$ cat src/sv/ps2a_pkg.sv
`timescale 1ns / 1ps
// shared types and constants for the ps/2 keyboard to character decoder
package ps2a_pkg;

	typedef enum logic [1:0] {
		OP_SAMPLE = 2'd0,
		OP_WRITE  = 2'd1,
		OP_DONE   = 2'd2
	} opcode_t;

	localparam logic [7:0] CODE_EXTENDED = 8'hE0;
	localparam logic [7:0] CODE_RELEASE  = 8'hF0;
	localparam logic [7:0] CODE_SHIFT    = 8'h12;
	localparam logic [7:0] CODE_CTRL     = 8'h14;
	localparam logic [7:0] CODE_ALT_A    = 8'h11;
	localparam logic [7:0] CODE_ALT_B    = 8'h1F;
	localparam logic [7:0] CODE_CAPS     = 8'h58;
	localparam logic [3:0] FRAME_BITS    = 4'd9;

	localparam int IDX_W  = 9;
	localparam int CHAR_W = 8;

	// table lookup request handed from the decoder to the lookup stage
	typedef struct packed {
		logic              valid;
		logic [IDX_W-1:0]  index;
		logic              in_range;
		logic              caps;
		logic              ctrl;
		logic              alt;
	} lookup_req_t;

endpackage

$ cat src/sv/ps2_keyboard_to_ascii_core.sv
`timescale 1ns / 1ps
// top level of the ps/2 keyboard to character decoder
//
// usage
//  input channel: one item per poll of the ps/2 pins (opcode sample, with
//   clock_line and data_line), a table write (opcode write, entry_index and
//   entry_value), or a host transfer done (opcode done, clears busy)
//  an item is taken at a clock edge with in_valid high and in_stall low
//  output channel: character with out_valid, taken when out_stall is low
//  throughput: one item per clock while in_stall is low, every opcode
//  path: the sample that completes a key-press frame sends its code through
//   the lookup stage, which reads the table memory, then into the output
//   register, where caps, ctrl and alt are applied
//  only key presses arriving while the host is not busy make a character;
//   later ones are dropped until a transfer done item arrives
//  stall: a character waiting on out_stall does not block input; in_stall
//   rises only when a second character has been read from the table and
//   both the lookup stage and the output register are full
//  reset: arst_n clears receiver, modifier and busy state and both valid
//   flags; the table is not cleared and must be loaded before use
//  TIMEOUT_POLLS sets the number of samples without an edge that drops a
//   partial frame; TABLE_DEPTH sets the table size (two entries per code)
module ps2_keyboard_to_ascii_core import ps2a_pkg::*; #(
	parameter int TIMEOUT_POLLS = 255,
	parameter int TABLE_DEPTH   = 512
) (
	input  logic              clk,
	input  logic              arst_n,
	// input channel
	input  logic              in_valid,
	output logic              in_stall,
	input  logic [1:0]        opcode,
	input  logic              clock_line,
	input  logic              data_line,
	input  logic [IDX_W-1:0]  entry_index,
	input  logic [CHAR_W-1:0] entry_value,
	// output channel
	output logic              out_valid,
	input  logic              out_stall,
	output logic [CHAR_W-1:0] character
);

	logic        accept;
	logic        sample;
	logic        wr_en;
	logic        done;
	logic        frame;
	logic [7:0]  code;
	logic        hold;
	lookup_req_t req;

	// item handshake and opcode decode
	assign accept   = in_valid && !in_stall;
	assign in_stall = hold;
	assign sample   = accept && (opcode == OP_SAMPLE);
	assign wr_en    = accept && (opcode == OP_WRITE);
	assign done     = accept && (opcode == OP_DONE);

	// bit-level reception of the ps/2 frame
	ps2a_rx #(
		.TIMEOUT_POLLS(TIMEOUT_POLLS)
	) u_rx (
		.clk       (clk),
		.arst_n    (arst_n),
		.sample    (sample),
		.clock_line(clock_line),
		.data_line (data_line),
		.frame     (frame),
		.code      (code)
	);

	// scan code interpretation and busy tracking
	ps2a_decode #(
		.TABLE_DEPTH(TABLE_DEPTH)
	) u_decode (
		.clk   (clk),
		.arst_n(arst_n),
		.frame (frame),
		.code  (code),
		.done  (done),
		.req   (req)
	);

	// table read, modifiers and output register
	ps2a_lookup #(
		.TABLE_DEPTH(TABLE_DEPTH)
	) u_lookup (
		.clk      (clk),
		.arst_n   (arst_n),
		.wr_en    (wr_en),
		.wr_index (entry_index),
		.wr_value (entry_value),
		.req      (req),
		.out_stall(out_stall),
		.hold     (hold),
		.character(character),
		.out_valid(out_valid)
	);

	// input is held off only behind a waiting character
	a_stall_cause: assert property (@(posedge clk) disable iff (!arst_n)
		in_stall |-> out_valid && out_stall) else $error("input stalled without cause");

endmodule

$ cat src/sv/ps2a_rx.sv
`timescale 1ns / 1ps
// ps/2 frame receiver: edge detection on polled samples, timeout, bit shifting
module ps2a_rx import ps2a_pkg::*; #(
	parameter int TIMEOUT_POLLS = 255
) (
	input  logic       clk,
	input  logic       arst_n,
	input  logic       sample,
	input  logic       clock_line,
	input  logic       data_line,
	output logic       frame,
	output logic [7:0] code
);

	localparam int PW = $clog2(TIMEOUT_POLLS + 1);

	logic          phase_q;    // 0 waiting for falling edge, 1 waiting for rising edge
	logic [PW-1:0] poll_q;
	logic [3:0]    bit_q;
	logic [7:0]    shift_q;

	logic          edge_seen;
	logic [PW-1:0] poll_inc;
	logic          timeout;

	assign edge_seen = phase_q ? clock_line : !clock_line;
	assign poll_inc  = poll_q + PW'(1);
	assign timeout   = poll_inc >= PW'(TIMEOUT_POLLS);
	assign frame     = sample && phase_q && clock_line && (bit_q == FRAME_BITS);
	assign code      = shift_q;

	always_ff @(posedge clk or negedge arst_n) begin
		if (!arst_n) begin
			phase_q <= 1'b0;
			poll_q  <= '0;
			bit_q   <= '0;
			shift_q <= '0;
		end else if (sample) begin
			if (edge_seen) begin
				poll_q  <= '0;
				phase_q <= !phase_q;
				if (!phase_q) begin
					shift_q <= {data_line, shift_q[7:1]};
					bit_q   <= bit_q + 4'd1;
				end else if (bit_q == FRAME_BITS) begin
					bit_q <= '0;
				end
			end else if (timeout) begin
				poll_q  <= '0;
				bit_q   <= '0;
				phase_q <= 1'b0;
			end else begin
				poll_q <= poll_inc;
			end
		end
	end

	// a frame never holds more than nine bits
	a_bit_bound: assert property (@(posedge clk) disable iff (!arst_n)
		bit_q <= FRAME_BITS) else $error("bit count beyond frame length");

	// a frame completes only on a rising edge
	a_frame_phase: assert property (@(posedge clk) disable iff (!arst_n)
		frame |=> !phase_q && bit_q == 4'd0) else $error("frame end left receiver unsettled");

endmodule

$ cat src/sv/ps2a_decode.sv
`timescale 1ns / 1ps
// scan code decoder: release prefix, modifier keys, caps lock, host busy
module ps2a_decode import ps2a_pkg::*; #(
	parameter int TABLE_DEPTH = 512
) (
	input  logic        clk,
	input  logic        arst_n,
	input  logic        frame,
	input  logic [7:0]  code,
	input  logic        done,
	output lookup_req_t req
);

	logic release_q;
	logic shift_q;
	logic ctrl_q;
	logic alt_q;
	logic caps_q;
	logic busy_q;

	logic             plain_key;
	logic             press;
	logic [IDX_W-1:0] index;

	assign plain_key = (code != CODE_EXTENDED) && (code != CODE_RELEASE)
		&& (code != CODE_SHIFT) && (code != CODE_CTRL) && (code != CODE_ALT_A)
		&& (code != CODE_ALT_B) && (code != CODE_CAPS);
	assign press = frame && plain_key && !release_q;
	assign index = {code, shift_q};

	always_comb begin
		req.valid    = press && !busy_q;
		req.index    = index;
		req.in_range = {1'b0, index} < (IDX_W + 1)'(TABLE_DEPTH);
		req.caps     = caps_q;
		req.ctrl     = ctrl_q;
		req.alt      = alt_q;
	end

	always_ff @(posedge clk or negedge arst_n) begin
		if (!arst_n) begin
			release_q <= 1'b0;
			shift_q   <= 1'b0;
			ctrl_q    <= 1'b0;
			alt_q     <= 1'b0;
			caps_q    <= 1'b0;
			busy_q    <= 1'b0;
		end else begin
			if (done) begin
				busy_q <= 1'b0;
			end
			if (frame) begin
				case (code)
					CODE_EXTENDED: ;
					CODE_RELEASE:  release_q <= 1'b1;
					CODE_SHIFT: begin
						shift_q   <= !release_q;
						release_q <= 1'b0;
					end
					CODE_CTRL: begin
						ctrl_q    <= !release_q;
						release_q <= 1'b0;
					end
					CODE_ALT_A, CODE_ALT_B: begin
						alt_q     <= !release_q;
						release_q <= 1'b0;
					end
					CODE_CAPS: begin
						if (!release_q) begin
							caps_q <= !caps_q;
						end
						release_q <= 1'b0;
					end
					default: begin
						release_q <= 1'b0;
						if (!release_q) begin
							busy_q <= 1'b1;
						end
					end
				endcase
			end
		end
	end

	// busy is only ever raised by a character handed on
	a_busy_rise: assert property (@(posedge clk) disable iff (!arst_n)
		$rose(busy_q) |-> $past(req.valid)) else $error("busy set without a character");

endmodule

$ cat src/sv/ps2a_lookup.sv
`timescale 1ns / 1ps
// character table memory, modifier application and output register
module ps2a_lookup import ps2a_pkg::*; #(
	parameter int TABLE_DEPTH = 512
) (
	input  logic              clk,
	input  logic              arst_n,
	input  logic              wr_en,
	input  logic [IDX_W-1:0]  wr_index,
	input  logic [CHAR_W-1:0] wr_value,
	input  lookup_req_t       req,
	input  logic              out_stall,
	output logic              hold,
	output logic [CHAR_W-1:0] character,
	output logic              out_valid
);

	localparam int AW = (TABLE_DEPTH > 1) ? $clog2(TABLE_DEPTH) : 1;

	logic [CHAR_W-1:0] mem [TABLE_DEPTH];

	logic [CHAR_W-1:0] rd_s1;
	lookup_req_t       req_s1;
	logic              valid_s1;
	logic [CHAR_W-1:0] char_q;
	logic              out_valid_q;

	logic              out_take;
	logic              wr_in_range;
	logic [CHAR_W-1:0] raw;
	logic [CHAR_W-1:0] mod;

	assign out_take    = !out_valid_q || !out_stall;
	assign hold        = valid_s1 && !out_take;
	assign wr_in_range = {1'b0, wr_index} < (IDX_W + 1)'(TABLE_DEPTH);
	assign character   = char_q;
	assign out_valid   = out_valid_q;

	always_ff @(posedge clk) begin
		if (wr_en && wr_in_range) begin
			mem[wr_index[AW-1:0]] <= wr_value;
		end
		if (req.valid) begin
			rd_s1  <= mem[req.index[AW-1:0]];
			req_s1 <= req;
		end
	end

	always_comb begin
		raw = req_s1.in_range ? rd_s1 : '0;
		mod = raw;
		if (req_s1.caps && mod >= 8'h61 && mod <= 8'h7A) begin
			mod = mod & 8'hDF;
		end
		if (req_s1.ctrl) begin
			mod = mod & 8'h1F;
		end
		if (req_s1.alt && mod != 8'h00) begin
			mod = mod | 8'h80;
		end
	end

	always_ff @(posedge clk or negedge arst_n) begin
		if (!arst_n) begin
			valid_s1    <= 1'b0;
			out_valid_q <= 1'b0;
		end else begin
			if (req.valid) begin
				valid_s1 <= 1'b1;
			end else if (out_take) begin
				valid_s1 <= 1'b0;
			end
			if (out_take) begin
				out_valid_q <= valid_s1;
			end
		end
	end

	always_ff @(posedge clk) begin
		if (out_take && valid_s1) begin
			char_q <= mod;
		end
	end

	// a new lookup never lands on a stage that is still waiting
	a_no_overrun: assert property (@(posedge clk) disable iff (!arst_n)
		req.valid |-> !hold) else $error("lookup stage overrun");

endmodule

$ cat config.mk
export PLATFORM = sky130hd
export DESIGN_NAME = ps2_keyboard_to_ascii_core
export DESIGN_NICKNAME = d
export VERILOG_FILES = /design/src/sv/ps2a_pkg.sv /design/src/sv/ps2_keyboard_to_ascii_core.sv /design/src/sv/ps2a_rx.sv /design/src/sv/ps2a_decode.sv /design/src/sv/ps2a_lookup.sv
export SDC_FILE = /design/constraint.sdc
export NUM_CORES = 2
export LEC_CHECK = 0
export BUFFER_PORTS_ARGS = -buffer_cell sky130_fd_sc_hd__buf_2
export CORE_ASPECT_RATIO = 0.6
export CORE_MARGIN = 5
export CORE_UTILIZATION = 38
export CTS_CLUSTER_DIAMETER = 50
export DETAILED_ROUTE_END_ITERATION = 7
export SETUP_SLACK_MARGIN = 0.2
export SYNTH_ARGS = -nofsm -noshare
export SYNTH_HDL_FRONTEND = slang
export SYNTH_SLANG_ARGS = --single-unit
$ cat constraint.sdc
create_clock -name clk -period 7.2 [get_ports clk]
set_input_delay 0.72 -clock clk [delete_from_list [all_inputs] [get_ports clk]]
set_output_delay 0.72 -clock clk [all_outputs]
set_load 0.01 [all_outputs]
; After elaboration in Yosys (flattened, before gate mapping)
; Memory sizes are Yosys's and may differ from the RTL's. A register that Yosys moved wholly into a read port is not among the register bits.
; Cells that the tools add are included.
[totals]
reg_bits = 40
latch_bits = 0
mem_bits_rw = 4096
romBits = 0
inputBits = 25
output_inout_bits = 10
word_cells = 109
memories = 1
[mem_list]
columns = memory, words, width, rd, rd_ports_with_merged_regs, wr, line_no
row1 = u_lookup.mem, 512, 8, 1, 1, 1, ps2a_lookup.sv:20  ; logic [CHAR_W-1:0] mem [TABLE_DEPTH];
[classes]
addsub = 2
mul = 0
div = 0
magnitude_cmp = 3
eq_ne = 18
n_shift = 0
mux = 20
n_bitwise = 3
reduce_logical = 45
[op_table]
columns = cell, n
row1 = "8-bit by 5-bit equality test with 1-bit output, second input constant", 4
row2 = "8-bit by 5-bit != test with 1-bit output, second input constant", 4
row3 = 8-bit two-way mux, 3
row4 = 1-bit logical AND, 21
row5 = "8-bit equality test, second input constant", 2
row6 = 4-bit two-way mux, 4
row7 = "8-bit != test, second input constant", 2
row8 = 1-bit two-way mux, 11
row9 = 2-bit AND reduction, 5
row10 = 1-bit logical NOT, 9
row11 = 3-bit AND reduction, 3
row12 = "8-bit by 1-bit adder with 8-bit output, second input constant", 1
row13 = "8-bit by 7-bit equality test with 1-bit output, second input constant", 1
row14 = "8-bit by 7-bit greater-or-equal comparator with 1-bit output, second input constant", 1
row15 = "8-bit greater-or-equal comparator, second input constant", 1
row16 = "8-bit by 7-bit less-or-equal comparator with 1-bit output, second input constant", 1
row17 = "8-bit by 7-bit != test with 1-bit output, second input constant", 1
row18 = 8-bit nonzero test, 1
row19 = 7-bit OR reduction, 1
row20 = 6-bit two-way mux, 1
row21 = "4-bit by 1-bit adder with 4-bit output, second input constant", 1
row22 = "4-bit equality test, second input constant", 1
row23 = 2-bit nonzero test, 2
row24 = "3-bit != test, second input constant", 1
row25 = 7 further kinds, 9

; Depth between registers and ports, before layout
[depth]
ltp_word = 14
mapped_depth = 13
mapped_depth_nobuf = 8

; Modules after synthesis
; From an unflattened synthesis, not the netlist that was laid out.
[hier_totals]
hier_cells = 8226
hier_area_um2 = 162539.6
[modules_own_cells]
columns = module, instances, cells_per_inst, area_per_inst_um2, seq_area_each_um2
row1 = ps2a_lookup, 1, 8060, 160845.5, 123648.6
row2 = ps2a_rx, 1, 108, 1177.4, 525.5
row3 = ps2a_decode, 1, 55, 476.7, 150.1
row4 = ps2_keyboard_to_ascii_core, 1, 3, 40.0, 0.0

; Least setup slack after synthesis
; Ideal clock, no wire load.
[synth_path]
kind = input-to-reg
startpoint = in out_stall
endpoint = reg u_lookup.rd_s1[0], read port of u_lookup.mem (enable)
setup_time_ns = 0.378
t_arrival_ns = 2.640
required_ns = 6.822
slack_ns = 4.182
path_stages = 7
cell_sequence = nand3_1 > nand2_1 > nor3_1 > nand4_1 > a41oi_1 > o2111ai_1 > nor2_1
[synth_rtl]
columns = item, line_no
row1 = "start, declared", ps2_keyboard_to_ascii_core.sv:39  ; input logic out_stall,
row2 = "end, declared", ps2a_lookup.sv:22  ; logic [CHAR_W-1:0] rd_s1;

==> results.md <==
* Die height at 513 um
* Rel. slew slack at 0.0895
* Critical path buffers and inverters at 3
* Vias in the first global route at 79117
* CP Max Fanout at 35
* Die Wd at 848 um
* Crit Path Class: reg -> reg
* First-pass GRT wire length at 618000 um
* F_max at 0.197 GHz
* Tightest Pin Transition at 1360 ps
* NumNets Final at 7966
* CTS buffer count at 354
* CP startpoint kind: flop
* Primary FF master, synth: edfxtp_1
* DR vias/cell at 5.91
* Fillers at 35837
* Cells along the critical path: buf_12 -> buf_4 -> buf_4 -> mux2i_1 -> a22oi_1 -> a22oi_1 -> nand4_1 -> nand4_1 -> nand4_1
* Lkg Pwr at 51.6 nW
* Syn_nets at 7877
* Most used cell, CP: nand4_1
* Clk pin slew, worst setup/hold paths at 70 ps
* Synthesized area at 160000 sq um
* Clk sinks at 4144
* Layout area overhead at 11.3%
* Largest net degree at the start of global routing at 173
* CTS tree: yes
* Commonest non-fill, non-tap cell in the layout: edfxtp_1
* Root buffer cell: clkbuf_16
* WHS Path Cells at 4
* Stages on worst setup path at 9
* Initial antenna violation count at 38
* Period minus WS final at 5070 ps
* Vias after detailed routing at 81518
* Row cnt at 184
* Post-synthesis cell count at 7847
* Status: finished, final reports clean
* CP top delay family: flip-flops
* Slowest CP cell: dfrtp_4
* Post-synth EDFFs at 4115
* 1st-iter DRT viols at 12400
* Register area share after synthesis at 0.777
* Final ANT Viol Nets at 0
* Synth Register Bits at 4144
* Final setup violation count at 0
* I/O pin count at 35
* GRT Overall Usage at 0.198
* Final HPWL DP at 265000 um
* Synth async-reset ratio at 0.00700
* Reg2Reg Depth at 9
* Htree depth at 5
* Max stage delay on crit path at 1290 ps
* PD cells at 286 nW/um^2
* RSZ-0062 raised after global routing: false
* DRC violation count after routing at 0
* Setup TNS at 0 ps
* Gr ovfl total at 0
* Share of post-route cells with drive strength above 1 at 0.188
* Clk Latency, worst-skew pair at 920 ps
* Initial cell density of the core at 0.382
* Syn Area/Cell at 20.4 sq um
* Slew Limit Fails at 0
* CTS Buffer Depth at 4
* Commonest non-fill, non-tap cells in the layout: 4115 x edfxtp_1, 661 x mux4_2, 626 x mux2i_1, 581 x nor2_1, 366 x clkbuf_16
* IO buf count at 34
* Final Hold Fails at 0
* Final WL at 441000 um
* Critical path arrival at 5710 ps
* Crit end category: flop
* Die area at 434000 sq um
* Final Power at 0.0509 W
* Yosys warns at 0
* CP required at 7850 ps
* Max_cap viols at 0
* HP Class: in -> reg
* Core Box Area at 419000 sq um
* VDD IR-drop max at 0.221 mV
* Clock skew at 63.3 ps
* GP Congestion at 0.871
* Final period utilization at 0.704
* Number of distinct library cells after synthesis at 76
* Routed wire per std cell at 32.0 um
* First drt pass iteration count at 7
[flip-flops by register name, summed over array words and instances (netlist names), 3 cells and up]
name	flops
u_lookup.character	8
u_lookup.mem	4096
u_rx.code	8
u_rx.bit_q	4
u_lookup.rd_s1	8
u_lookup.req_s1	3
u_rx.poll_q	8
[worst reg2reg max path: cells and delay by family (launching register included)]
kind | cells | cell delay (ps)
DFF | 1 | 1290
buffers and inverters | 3 | 1360
AOI/OAI and AO/OA | 2 | 670
muxes | 1 | 240
and+or+nand+nor | 3 | 1230
[through the flow]
stage	hold slack [ps]	utilization	setup slack (ps)	instances	area (sq um)
3_5_place_dp	466	0.398	2310	13156	167000
2_1_floorplan	419	-	4180	7847	160000
6_report	104	0.425	2130	13802	178000
4_1_cts	42.9	0.425	2260	13792	178000
3_3_place_gp	457	0.398	2290	13156	167000
5_1_grt	105	0.425	1890	13793	178000
[power breakdown]
part | switching, W | leakage (nW) | internal [W]
sequential | 0.000139 | 37.4 | 0.0266
combinational | 0.00369 | 8.70 | 0.00124
clock | 0.00876 | 5.54 | 0.0106
[kinds of logic after synthesis]
family | count (synthesis) | share of synthesized area
xor+xnor | 4 | 0.000219
simple gates | 991 | 0.0273
buf+inv | 489 | 0.0173
compound gates | 810 | 0.0360
flops | 4144 | 0.777
mux | 1404 | 0.142
fa+ha+maj | 5 | 0.000391
[synth_stat cells, types with 3 or more instances]
| master | instances | share of area |
|---|---|---|
| o21ai_0 | 36 | 0.0011 |
| a211oi_1 | 46 | 0.0022 |
| a2bb2oi_1 | 3 | 0.00016 |
| nand4_1 | 82 | 0.0032 |
| nor3_1 | 72 | 0.0023 |
| o211ai_1 | 6 | 0.00028 |
| mux4_1 | 12 | 0.0020 |
| or2_2 | 4 | 0.00016 |
| nand3_1 | 38 | 0.0012 |
| o22ai_1 | 234 | 0.0092 |
| a222oi_1 | 7 | 0.00044 |
| buf_4 | 85 | 0.0040 |
| a22o_1 | 65 | 0.0036 |
| buf_6 | 60 | 0.0042 |
| and3_1 | 25 | 0.00098 |
| nor3b_1 | 8 | 0.00038 |
| edfxtp_1 | 4115 | 0.77 |
| mux4_2 | 661 | 0.093 |
| buf_12 | 3 | 0.00038 |
| a22oi_1 | 269 | 0.013 |
| buf_2 | 68 | 0.0021 |
| nor4_1 | 3 | 0.00012 |
| a31oi_1 | 33 | 0.0013 |
| mux2_2 | 101 | 0.0071 |
| nor2b_1 | 19 | 0.00074 |
| o41ai_1 | 3 | 0.00016 |
| o31ai_1 | 5 | 0.00023 |
| o221ai_1 | 34 | 0.0019 |
| clkbuf_1 | 215 | 0.0050 |
| nand2b_1 | 8 | 0.00031 |
| ha_1 | 5 | 0.00039 |
| mux2i_1 | 626 | 0.039 |
| a221oi_1 | 6 | 0.00033 |
| buf_1 | 47 | 0.0011 |
| inv_1 | 8 | 0.00019 |
| dfrtp_1 | 29 | 0.0045 |
| nor2_1 | 582 | 0.014 |
| mux2_4 | 3 | 0.00028 |
| nand2_1 | 125 | 0.0029 |
| and3b_1 | 5 | 0.00027 |
| buf_8 | 3 | 0.00028 |
| a21oi_1 | 39 | 0.0012 |
[layer usage]
layer	up-vias	GRT usage	wire length (um)
met3	545	0.0729	60700
met1	43277	0.304	188000
met5	-	0	29
li1	32674	-	-
met4	6	0.0417	9590
met2	5016	0.269	183000
[repair_timing]
item                                   in CTS  in global routing
resized for setup                           0                  0
hold buffers                                3                  0
endpoints found under the hold margin      31                  0
setup buffers                               0                  0
[final timing paths]
kind / start / endpoint / slack, ps
setup / recovery: u_decode.shift_q$_DFFE_PN0P_ / u_lookup.rd_s1[7]$_DFFE_PP_ / 2130
hold / removal: opcode[1] / u_decode.busy_q$_DFF_PN0_ / 100
setup reg to reg: u_decode.shift_q$_DFFE_PN0P_ / u_lookup.rd_s1[7]$_DFFE_PP_ / 2130
hold reg to reg: u_lookup.valid_s1$_DFFE_PN0P_ / u_lookup.out_valid$_DFFE_PN0P_ / 480
max in group asynchronous: arst_n / u_rx.code[1]$_DFFE_PN0P_ / 6140
min in group asynchronous: arst_n / u_rx.phase_q$_DFFE_PN0P_ / 430
[layout make-up]
| cell class | instances | area [sq um] | area share |
|---|---|---|---|
| tap | 5580 | 6980 | 0.0392 |
| sequential | 4144 | 124000 | 0.698 |
| inverter | 8 | 30.0 | 0.000169 |
| multi-input combinational | 3214 | 33300 | 0.187 |
| timing repair buffer | 214 | 2130 | 0.0119 |
| clock inverter | 201 | 1930 | 0.0108 |
| clock buffer | 432 | 9420 | 0.0529 |
| antenna | 9 | 22.5 | 0.000126 |
No activity file was read; power rests on OpenSTA's default activity.
